--- config.mk ---
export PLATFORM = sky130hd
export DESIGN_NAME = pitch_ratio_normalizer_unit
export DESIGN_NICKNAME = d
export VERILOG_FILES = /design/src/hw/rtl/prn_pkg.sv /design/src/hw/rtl/pitch_ratio_normalizer_unit.sv /design/src/hw/rtl/prn_ctrl.sv /design/src/hw/rtl/prn_dpath.sv
export SDC_FILE = /design/constraint.sdc
export NUM_CORES = 2
export LEC_CHECK = 0
export BUFFER_PORTS_ARGS = -buffer_cell sky130_fd_sc_hd__buf_2
export CAP_MARGIN = 20
export CORE_ASPECT_RATIO = 0.6
export CORE_MARGIN = 2
export CORE_UTILIZATION = 50
export CTS_CLUSTER_SIZE = 25
export DETAILED_ROUTE_END_ITERATION = 10
export PLACE_DENSITY = 0.69
export SLEW_MARGIN = 20
export SYNTH_ARGS = -nofsm -noshare
export SYNTH_HDL_FRONTEND = slang
export SYNTH_SLANG_ARGS = --single-unit
--- constraint.sdc ---
create_clock -name i_clk -period 8.4 [get_ports i_clk]
set_input_delay 1.68 -clock i_clk [delete_from_list [all_inputs] [get_ports i_clk]]
set_output_delay 1.68 -clock i_clk [all_outputs]
set_load 0.01 [all_outputs]
--- src/hw/rtl/prn_pkg.sv ---
// ----------------------------------------------------------------------------
// prn_pkg: pitch ratio normalizer shared definitions
// Widths, sizing constants, controller states, datapath commands and status.
// ----------------------------------------------------------------------------
package prn_pkg;

    // sizing
    localparam int TERM_WIDTH    = 16;
    localparam int LOG_FRAC_BITS = 16;

    // port field widths (fixed by the stream format)
    localparam int TOP_IN_W  = 16;
    localparam int BOT_IN_W  = 16;
    localparam int OCT_IN_W  = 10;
    localparam int RED_W     = 32;
    localparam int OCT_W     = 11;
    localparam int LOG_W     = 16;
    localparam int S_TDATA_W = 48;
    localparam int M_TDATA_W = 96;

    // input term bits actually used
    localparam int IN_W   = (TERM_WIDTH < TOP_IN_W) ? TERM_WIDTH : TOP_IN_W;
    // normalized terms stay below twice the input range
    localparam int WORK_W = IN_W + 1;
    // count of common factors of two in the GCD
    localparam int K_W    = $clog2(WORK_W);

    // shift-in bits of the divider, Q1.31 log operand
    localparam int DIV_BITS = 32;
    localparam int Y_W      = 32;
    localparam int PROD_W   = 2 * Y_W;
    localparam int CNT_W    = 5;

    // log bit collector, never narrower than the output field
    localparam int LOGB_W = (LOG_FRAC_BITS > LOG_W) ? LOG_FRAC_BITS : LOG_W;

    typedef enum logic [3:0] {
        ST_IDLE,
        ST_NORM_UP,
        ST_NORM_DN,
        ST_GCD,
        ST_DIV_N,
        ST_START_D,
        ST_DIV_D,
        ST_START_L,
        ST_DIV_L,
        ST_LOG_INIT,
        ST_LOG_SQ,
        ST_LOG_UPD,
        ST_FIN
    } t_state;

    typedef enum logic [3:0] {
        CMD_NONE,
        CMD_LOAD,
        CMD_NORM_UP,
        CMD_NORM_DN,
        CMD_GCD_LOAD,
        CMD_GCD_STEP,
        CMD_DIV_N_START,
        CMD_DIV_STEP,
        CMD_DIV_D_START,
        CMD_DIV_L_START,
        CMD_LOG_INIT,
        CMD_LOG_MUL,
        CMD_LOG_UPD,
        CMD_OUT_LOAD
    } t_cmd;

    typedef struct packed {
        logic in_null;   // incoming item has a zero term
        logic num_lt;    // num < den
        logic num_ge2;   // num >= 2*den
        logic gcd_eq;    // GCD operands have met
    } t_status;

endpackage

--- src/hw/rtl/pitch_ratio_normalizer_unit.sv ---
// Sequence: an accepted item with a zero term goes straight to the output
//   register; otherwise it runs the normalize shifts, the binary GCD steps,
//   three divisions and the log loop before it enters the output register.
// Flow: one item in flight; the next can be taken the cycle after the result
//   enters the output register.
// Reset: synchronous, active low; clears the controller and output valid.
// ----------------------------------------------------------------------------
// pitch_ratio_normalizer_unit: octave-reduced fraction with log2
// Folds a frequency ratio into [1,2) while tracking octaves, reduces it to
// lowest terms and gives log2 of it as a truncated Q0.16 fraction.
// ----------------------------------------------------------------------------
module pitch_ratio_normalizer_unit import prn_pkg::*; (
    input  logic                 i_clk,
    input  logic                 i_rst_n,
    // input item stream
    input  logic                 s_axis_tvalid,
    output logic                 s_axis_tready,
    // [15:0] ratio_top, [31:16] ratio_bottom, [41:32] octave_offset, rest 0
    input  logic [S_TDATA_W-1:0] s_axis_tdata,
    // result item stream
    output logic                 m_axis_tvalid,
    input  logic                 m_axis_tready,
    // [31:0] reduced_top, [63:32] reduced_bottom, [74:64] octave_count,
    // [90:75] log_pitch, [91] is_null, rest 0
    output logic [M_TDATA_W-1:0] m_axis_tdata
);

    t_cmd    w_cmd;
    t_status w_stat;

    // Controller: one item at a time. Idle accepts, then normalize
    // (shift num up, then den up), binary GCD, num/g, den/g, then the
    // Q1.31 quotient for the log and one squaring per log bit.
    prn_ctrl u_ctrl (
        .i_clk       (i_clk),
        .i_rst_n     (i_rst_n),
        .i_in_valid  (s_axis_tvalid),
        .i_out_ready (m_axis_tready),
        .i_stat      (w_stat),
        .o_in_ready  (s_axis_tready),
        .o_out_valid (m_axis_tvalid),
        .o_cmd       (w_cmd)
    );

    // Datapath: all arithmetic, plus the output register that holds a
    // finished item while the next one is being worked on.
    prn_dpath u_dpath (
        .i_clk      (i_clk),
        .i_in_data  (s_axis_tdata),
        .i_cmd      (w_cmd),
        .o_stat     (w_stat),
        .o_out_data (m_axis_tdata)
    );

endmodule

--- src/hw/rtl/prn_ctrl.sv ---
// ----------------------------------------------------------------------------
// prn_ctrl: pitch ratio normalizer controller
// Sequences normalize, GCD, three divisions and the squaring log loop.
// ----------------------------------------------------------------------------
module prn_ctrl import prn_pkg::*; (
    input  logic    i_clk,
    input  logic    i_rst_n,
    input  logic    i_in_valid,
    input  logic    i_out_ready,
    input  t_status i_stat,
    output logic    o_in_ready,
    output logic    o_out_valid,
    output t_cmd    o_cmd
);

    localparam logic [CNT_W-1:0] DIV_LAST = CNT_W'(DIV_BITS - 1);
    localparam logic [CNT_W-1:0] LOG_LAST = CNT_W'(LOG_FRAC_BITS - 1);

    t_state           r_state, n_state;
    logic [CNT_W-1:0] r_cnt, n_cnt;
    logic             r_ovalid, n_ovalid;

    always_ff @(posedge i_clk) begin
        if (!i_rst_n) begin
            r_state  <= ST_IDLE;
            r_cnt    <= '0;
            r_ovalid <= 1'b0;
        end else begin
            r_state  <= n_state;
            r_cnt    <= n_cnt;
            r_ovalid <= n_ovalid;
        end
    end

    always_comb begin
        n_state    = r_state;
        n_cnt      = r_cnt;
        n_ovalid   = r_ovalid;
        o_cmd      = CMD_NONE;
        o_in_ready = 1'b0;

        if (r_ovalid && i_out_ready) begin
            n_ovalid = 1'b0;
        end

        unique case (r_state)
            ST_IDLE: begin
                o_in_ready = 1'b1;
                if (i_in_valid) begin
                    o_cmd   = CMD_LOAD;
                    n_state = i_stat.in_null ? ST_FIN : ST_NORM_UP;
                end
            end
            ST_NORM_UP: begin
                if (i_stat.num_lt) begin
                    o_cmd = CMD_NORM_UP;
                end else begin
                    n_state = ST_NORM_DN;
                end
            end
            ST_NORM_DN: begin
                if (i_stat.num_ge2) begin
                    o_cmd = CMD_NORM_DN;
                end else begin
                    o_cmd   = CMD_GCD_LOAD;
                    n_state = ST_GCD;
                end
            end
            ST_GCD: begin
                if (i_stat.gcd_eq) begin
                    o_cmd   = CMD_DIV_N_START;
                    n_cnt   = '0;
                    n_state = ST_DIV_N;
                end else begin
                    o_cmd = CMD_GCD_STEP;
                end
            end
            ST_DIV_N: begin
                o_cmd = CMD_DIV_STEP;
                n_cnt = r_cnt + 1'b1;
                if (r_cnt == DIV_LAST) begin
                    n_state = ST_START_D;
                end
            end
            ST_START_D: begin
                o_cmd   = CMD_DIV_D_START;
                n_cnt   = '0;
                n_state = ST_DIV_D;
            end
            ST_DIV_D: begin
                o_cmd = CMD_DIV_STEP;
                n_cnt = r_cnt + 1'b1;
                if (r_cnt == DIV_LAST) begin
                    n_state = ST_START_L;
                end
            end
            ST_START_L: begin
                o_cmd   = CMD_DIV_L_START;
                n_cnt   = '0;
                n_state = ST_DIV_L;
            end
            ST_DIV_L: begin
                o_cmd = CMD_DIV_STEP;
                n_cnt = r_cnt + 1'b1;
                if (r_cnt == DIV_LAST) begin
                    n_state = ST_LOG_INIT;
                end
            end
            ST_LOG_INIT: begin
                o_cmd   = CMD_LOG_INIT;
                n_cnt   = '0;
                n_state = ST_LOG_SQ;
            end
            ST_LOG_SQ: begin
                o_cmd   = CMD_LOG_MUL;
                n_state = ST_LOG_UPD;
            end
            ST_LOG_UPD: begin
                o_cmd = CMD_LOG_UPD;
                n_cnt = r_cnt + 1'b1;
                n_state = (r_cnt == LOG_LAST) ? ST_FIN : ST_LOG_SQ;
            end
            ST_FIN: begin
                // wait for the output register to be free
                if (!r_ovalid || i_out_ready) begin
                    o_cmd    = CMD_OUT_LOAD;
                    n_ovalid = 1'b1;
                    n_state  = ST_IDLE;
                end
            end
            default: begin
                n_state = ST_IDLE;
            end
        endcase
    end

    assign o_out_valid = r_ovalid;

endmodule

--- src/hw/rtl/prn_dpath.sv ---
// ----------------------------------------------------------------------------
// prn_dpath: pitch ratio normalizer datapath
// Term registers, binary GCD, shared restoring divider, log squarer, output.
// ----------------------------------------------------------------------------
module prn_dpath import prn_pkg::*; (
    input  logic                 i_clk,
    input  logic [S_TDATA_W-1:0] i_in_data,
    input  t_cmd                 i_cmd,
    output t_status              o_stat,
    output logic [M_TDATA_W-1:0] o_out_data
);

    // normalized terms and octave
    logic [WORK_W-1:0] r_num, r_den;
    logic [OCT_W-1:0]  r_oct;
    logic              r_null;
    // GCD
    logic [WORK_W-1:0] r_ga, r_gb;
    logic [K_W-1:0]    r_gk;
    // divider
    logic [WORK_W-1:0]   r_rem, r_dvs;
    logic [DIV_BITS-1:0] r_dsh, r_quo;
    // reduced pair
    logic [WORK_W-1:0] r_red_top, r_red_bot;
    // log
    logic [Y_W-1:0]    r_y;
    logic [PROD_W-1:0] r_prod;
    logic [LOGB_W-1:0] r_bits;
    // output register
    logic [M_TDATA_W-1:0] r_out;

    logic [IN_W-1:0]   w_in_top, w_in_bot;
    logic [OCT_W-1:0]  w_in_oct;
    logic [WORK_W:0]   w_rem2, w_rem_sub;
    logic              w_qbit;
    logic [WORK_W-1:0] w_g;
    logic [PROD_W-1:0] w_sq;

    assign w_in_top = i_in_data[IN_W-1:0];
    assign w_in_bot = i_in_data[TOP_IN_W +: IN_W];
    assign w_in_oct = {i_in_data[TOP_IN_W+BOT_IN_W+OCT_IN_W-1],
                       i_in_data[TOP_IN_W+BOT_IN_W +: OCT_IN_W]};

    assign o_stat.in_null = (w_in_top == '0) || (w_in_bot == '0);
    assign o_stat.num_lt  = r_num < r_den;
    assign o_stat.num_ge2 = {1'b0, r_num} >= {r_den, 1'b0};
    assign o_stat.gcd_eq  = r_ga == r_gb;

    // restoring divide step
    assign w_rem2    = {r_rem, r_dsh[DIV_BITS-1]};
    assign w_rem_sub = w_rem2 - {1'b0, r_dvs};
    assign w_qbit    = w_rem2 >= {1'b0, r_dvs};

    assign w_g  = r_ga << r_gk;
    assign w_sq = r_y * r_y;

    always_ff @(posedge i_clk) begin
        case (i_cmd)
            CMD_LOAD: begin
                r_num  <= WORK_W'(w_in_top);
                r_den  <= WORK_W'(w_in_bot);
                r_oct  <= w_in_oct;
                r_null <= o_stat.in_null;
            end
            CMD_NORM_UP: begin
                r_num <= r_num << 1;
                r_oct <= r_oct - 1'b1;
            end
            CMD_NORM_DN: begin
                r_den <= r_den << 1;
                r_oct <= r_oct + 1'b1;
            end
            CMD_GCD_LOAD: begin
                r_ga <= r_num;
                r_gb <= r_den;
                r_gk <= '0;
            end
            CMD_GCD_STEP: begin
                if (!r_ga[0] && !r_gb[0]) begin
                    r_ga <= r_ga >> 1;
                    r_gb <= r_gb >> 1;
                    r_gk <= r_gk + 1'b1;
                end else if (!r_ga[0]) begin
                    r_ga <= r_ga >> 1;
                end else if (!r_gb[0]) begin
                    r_gb <= r_gb >> 1;
                end else if (r_ga > r_gb) begin
                    r_ga <= r_ga - r_gb;
                end else begin
                    r_gb <= r_gb - r_ga;
                end
            end
            CMD_DIV_N_START: begin
                r_dvs <= w_g;
                r_rem <= '0;
                r_dsh <= DIV_BITS'(r_num);
            end
            CMD_DIV_STEP: begin
                r_rem <= w_qbit ? w_rem_sub[WORK_W-1:0] : w_rem2[WORK_W-1:0];
                r_dsh <= r_dsh << 1;
                r_quo <= {r_quo[DIV_BITS-2:0], w_qbit};
            end
            CMD_DIV_D_START: begin
                r_red_top <= r_quo[WORK_W-1:0];
                r_rem     <= '0;
                r_dsh     <= DIV_BITS'(r_den);
            end
            CMD_DIV_L_START: begin
                // num * 2^31 / den: high part num >> 1, then num[0] and zeros
                r_red_bot <= r_quo[WORK_W-1:0];
                r_dvs     <= r_den;
                r_rem     <= r_num >> 1;
                r_dsh     <= {r_num[0], {(DIV_BITS-1){1'b0}}};
            end
            CMD_LOG_INIT: begin
                r_y    <= r_quo;
                r_bits <= '0;
            end
            CMD_LOG_MUL: begin
                r_prod <= w_sq;
            end
            CMD_LOG_UPD: begin
                // y*y >> 31 reaching 2 sets the bit and halves
                if (r_prod[PROD_W-1]) begin
                    r_y    <= r_prod[PROD_W-1 -: Y_W];
                    r_bits <= {r_bits[LOGB_W-2:0], 1'b1};
                end else begin
                    r_y    <= r_prod[PROD_W-2 -: Y_W];
                    r_bits <= {r_bits[LOGB_W-2:0], 1'b0};
                end
            end
            CMD_OUT_LOAD: begin
                if (r_null) begin
                    r_out <= {{(M_TDATA_W-RED_W-RED_W-OCT_W-LOG_W-1){1'b0}},
                              1'b1, {(RED_W+RED_W+OCT_W+LOG_W){1'b0}}};
                end else begin
                    r_out <= {{(M_TDATA_W-RED_W-RED_W-OCT_W-LOG_W-1){1'b0}},
                              1'b0, r_bits[LOG_W-1:0], r_oct,
                              RED_W'(r_red_bot), RED_W'(r_red_top)};
                end
            end
            default: begin
            end
        endcase
    end

    assign o_out_data = r_out;

endmodule
**Word-level counts from Yosys, hierarchy flattened**

Index checks and enable logic that the tools add are counted.

- Bits in registers: 435
- Output and inout port bits: 98
- Word-level logic and storage cells: 153

- Mux-type cells: 47
- Multiply operators: 1
- Order comparisons: 4
- Eq/ne operators: 41
- Shift operators: 1
- $add $sub $neg: 7
- Reductions and logical operators: 29

Operators by type and width:

| operator | count |
|---|---|
| 17-bit case mux with 2 select lines | 5 |
| 17-bit two-way mux | 9 |
| 32-bit case mux with 4 select lines | 1 |
| 92-bit two-way mux | 1 |
| 32-bit by 32-bit multiplier with 64-bit output | 1 |
| 32-bit case mux with 2 select lines | 1 |
| 4-bit case mux with 13 select lines | 1 |
| 17-bit case mux with 3 select lines | 1 |
| 17-bit subtractor | 3 |
| 4-bit == test, second input constant | 11 |
| 4-bit case mux with 11 select lines | 1 |
| 4-bit two-way mux | 10 |
| 11-bit case mux with 3 select lines | 1 |
| 4-bit by 3-bit == test with 1-bit output, second input constant | 8 |
| 16-bit zero test | 2 |
| 32-bit two-way mux | 1 |
| 16-bit case mux with 2 select lines | 1 |
| 17-bit by 18-bit >= comparator with 1-bit output | 1 |
| 18-bit by 17-bit >= comparator with 1-bit output | 1 |
| 17-bit == test | 1 |
| 17-bit greater-than comparator | 1 |
| 17-bit < comparator | 1 |
| 17-bit by 5-bit left shift with 17-bit output | 1 |
| 4-bit by 2-bit == test with 1-bit output, second input constant | 4 |
| 29 further kinds | 62 |

**Depth between registers and ports, before layout**

- Depth after elaboration: 7
- Gate-level depth with buffers: 31
- Gate-level depth less buffers: 29

**By module**

A second synthesis with hierarchy kept.

- Cells, all modules: 4649
- Area total of the unflattened synthesis: 47765.8 µm²

Modules (own cells, without submodules):

| module | times used | area each (µm²) | cells an instance |
|---|---|---|---|
| prn_dpath | 1 | 46913.7 | 4540 |
| prn_ctrl | 1 | 852.1 | 109 |

**Worst setup path after synthesis**

No wires, ideal clock.

- Path kind: flip-flop to flip-flop
- Start point: register u_dpath.r_y[2]
- End point: register u_dpath.r_prod[48] (data pin)
- Path slack: 0.742 ns
- Data required time: 8.139 ns
- Cell stages (with the launch flop): 30
- Data arrival time: 7.397 ns
- Setup time: 0.261 ns
- Cell sequence: edfxtp_1 > clkbuf_1 > buf_1 > nand2_1 > fa_1 > inv_1 > fa_1 > inv_1 > fa_1 > fa_1 > inv_1 > fa_1 > inv_1 > fa_1 > inv_1 > fa_1 > inv_1 > fa_1 > inv_1 > ha_1 > nand4_1 > o21ai_0 > o311ai_1 > o211ai_1 > a41oi_4 > o21bai_4 > a311oi_2 > o21ai_1 > a221o_1 > xor2_1

- Word-level cells in the longest chain between the ends: 1

Ends and longest elaborated chain:

| what | line | text |
|---|---|---|
| start, declared | prn_dpath.sv:26 | `logic [Y_W-1:0] r_y;` |
| start signal, assigned | prn_dpath.sv:116 | `r_y <= r_quo;` |
| start signal, assigned | prn_dpath.sv:125 | `r_y <= r_prod[PROD_W-1 -: Y_W];` |
| start signal, assigned | prn_dpath.sv:128 | `r_y <= r_prod[PROD_W-2 -: Y_W];` |
| 32-bit by 32-bit multiplier with 64-bit output | prn_dpath.sv:55 | `assign w_sq = r_y * r_y;` |
| via u_dpath.w_sq[48] | prn_dpath.sv:37 | `logic [PROD_W-1:0] w_sq;` |
| end signal, assigned | prn_dpath.sv:120 | `r_prod <= w_sq;` |
| end, declared | prn_dpath.sv:27 | `logic [PROD_W-1:0] r_prod;` |

The timed path passes the listed nets, and every way through them passes these cells.
A chain may end at the register's enable or synchronous reset.

**Worst setup path in the final report**

- Start point: register u_dpath.r_y[4]
- End point: register u_dpath.r_prod[48] (data pin)

Same word-level chain as after synthesis.

==> results.yml <==
place:
  place_area_sq_um: 49900
  port_buffers: 109
  dp.cells: 5949
  globalplace.congestion: 0.969
  dp_hpwl_um: 99500
power:
  power.leakage_nw: 25.1
  irDropWorstVdd_v: 0.000162
  cellPowerDensity_nw_per_um2: 167
worst_setup_path:
  crit_top_cell: "fa_1"
  crit_fanout: 8
  slowest_stage: "fa_1"
  cp-start-kind: "flip-flop"
  r2r-start: "u_dpath.r_y[4]$_DFFE_PP_"
  path_class: "flip-flop to flip-flop"
  critical_path.startpoint: "u_dpath.r_y[4]$_DFFE_PP_"
  worstSetupEndpointType: "flip-flop"
  critPathTopFamily: "adder cells"
  cp.required_ns: 8.69
  worst-path-buf-inv: 7
  slowest_delay_ns: 0.55
  crit_arrival_ns: 8.37
grt:
  grt_pass1_wl_um: 193000
  grt_pass1_vias: 32948
  antenna_found_initial: 6
  grt_max_degree: 69
  grt_overflow: 0
  grt_usage_pct: 25.4
synthesis:
  synth_cell_types: 80
  synth.avg_cell_area_sq_um: 10.2
  synth_top_area_share_pct: 33.4
  syn_inst: 4665
  yosysMostFrequentCell: "inv_1"
  synthArstFlopShare_pct: 0
  ys_warn_count: 0
  synth-edff-count: 360
  synth.largest_area_cell: "fa_1"
  ys_ff_latch: 370
  ys_seq_area_share_pct: 23.1
  syn_area_sq_um: 47600
  synth_common_cells: "inv_1, fa_1, ha_1"
  ys.flop_type: "edfxtp_1"
  synthTopCellsByArea: "fa_1, edfxtp_1, ha_1"
routing:
  drc: 0
  routedWlPerCell_um: 20.1
  viasPerCell: 5.37
  firstDrtPassIters: 9
  postRouteAntennaNets: 0
  vias: 32381
  routed_wl_um: 121000
  initialDrtViolationCount: 3312
timing:
  fin_crit_sh_pct: 96.2
  hold_viol_final: 0
  hold_slack_ns: 0.451
  fmax_mhz: 124
  slew_headroom_pct: 25.5
  tightest_slew_ns: 1.11
  final.min_clock_period_ns: 8.08
  tns_ns: 0
  slew_violations: 0
  finClkSkew_ns: 0.0450
  finalSetupViolCount: 0
status:
  status: "finished, final reports clean"
clocking:
  insertion_delay_ns: 0.58
  cts_sinks: 370
  root_buffer: "clkbuf_16"
  cts_inserted_buffers: 34
  ctsHoldBuffers: 0
  htreeDepth: 2
  cts_tree: "yes"
  path_clk_slew_ns: 0.08
  cts_buffer_depth: 3
layout:
  nets: 6002
  drive_above_1_share_pct: 8.01
  final_area_sq_um: 51400
  instances_no_fill: 6030
  fillers: 8196
  syn_to_final_growth_pct: 7.97
  n_antenna_cell: 0
  postLayoutCoreUtil_pct: 54.6
floorplanning:
  ios: 150
  die_h_um: 243
  rows: 87
  dieArea_sq_um: 97800
  coreArea_sq_um: 94200
  die_w_um: 402
  initial_core_util_pct: 50.6
hold_path:
  hold_path.class: "flip-flop to flip-flop"
  hp-start: "u_dpath.r_quo[25]$_DFFE_PN_"
job:
  maxCapViolCount: 0
==> power breakdown <==
part / switching [mW] / internal (mW)
Combinational: 2.33 / 1.54
Sequential: 0.446 / 2.54
Clock: 0.749 / 0.991
Total: 3.53 / 5.07
==> kinds of logic after synthesis <==
group | after synthesis | share of synthesized area [%]
compound gates | 533 | 7.23
simple gates | 1015 | 10.5
other cells | 1 | 0.00788
xor+xnor | 132 | 2.43
mux | 93 | 2.07
fa+ha+maj | 1189 | 43.8
buf+inv | 1332 | 10.8
flops | 370 | 23.1
==> placed cells by master, fill, tap and decap left out, types with 32 or more instances in the layout <==
| cell | n |
|---|---|
| mux2_2 | 32 |
| mux2i_1 | 60 |
| inv_1 | 1104 |
| a21o_1 | 63 |
| a21oi_1 | 162 |
| xnor2_1 | 74 |
| edfxtp_1 | 360 |
| and2_1 | 267 |
| buf_2 | 109 |
| ha_1 | 393 |
| nand2_1 | 374 |
| nor2b_1 | 79 |
| nand3_1 | 42 |
| nor2_1 | 126 |
| clkbuf_16 | 35 |
| fa_1 | 795 |
| o21ai_0 | 118 |
| xor2_1 | 58 |
| buf_4 | 123 |
| conb_1 | 34 |
==> through the flow <==
step	setup WS [ns]	power (mW)
2_1_floorplan	0.742	5.53
4_1_cts	0.0778	8.47
5_1_grt	-0.00228	9.10
3_5_place_dp	0.115	6.72
6_report	0.322	8.60
3_3_place_gp	0.174	6.64
==> final timing paths <==
path	depth (start not counted)	endpoint	slack, ns
worst min register to register	0	u_dpath.r_quo[26]$_DFFE_PN_	0.45
worst max-delay path	27	u_dpath.r_prod[48]$_DFFE_PN_	0.32
worst max register to register	27	u_dpath.r_prod[48]$_DFFE_PN_	0.32
worst min-delay path	0	u_dpath.r_quo[26]$_DFFE_PN_	0.45
==> flip-flops by register name, summed over array words and instances, names as in the netlist, 32 cells and up <==
name,cells
u_dpath.r_dsh,32
u_dpath.r_prod,33
u_dpath.r_quo,32
u_dpath.r_y,32
u_dpath.o_out_data,62
==> metal layers <==
metal	GRT usage (%)	part of all wire (%)
met1	42.1	49
met3	6.75	12
met4	2.65	0.96
met2	33.6	39
met5	0	0
==> layout make-up <==
class	instances	area [sq um]	share of cell area, %
inverters	1108	4160	8.09
repair buffers	251	1810	3.52
flip-flops and latches	370	11000	21.4
clock buffers	43	906	1.76
clock inverters	16	285	0.555
well taps	1246	1560	3.03
multi-input cells	2996	31700	61.6
==> repair_timing <==
action / CTS / global route
endpoints found under the setup margin: 0 / 15
setup buffers: 0 / 21
gates resized for setup: 0 / 13
No activity file was read; power rests on OpenSTA's default activity.
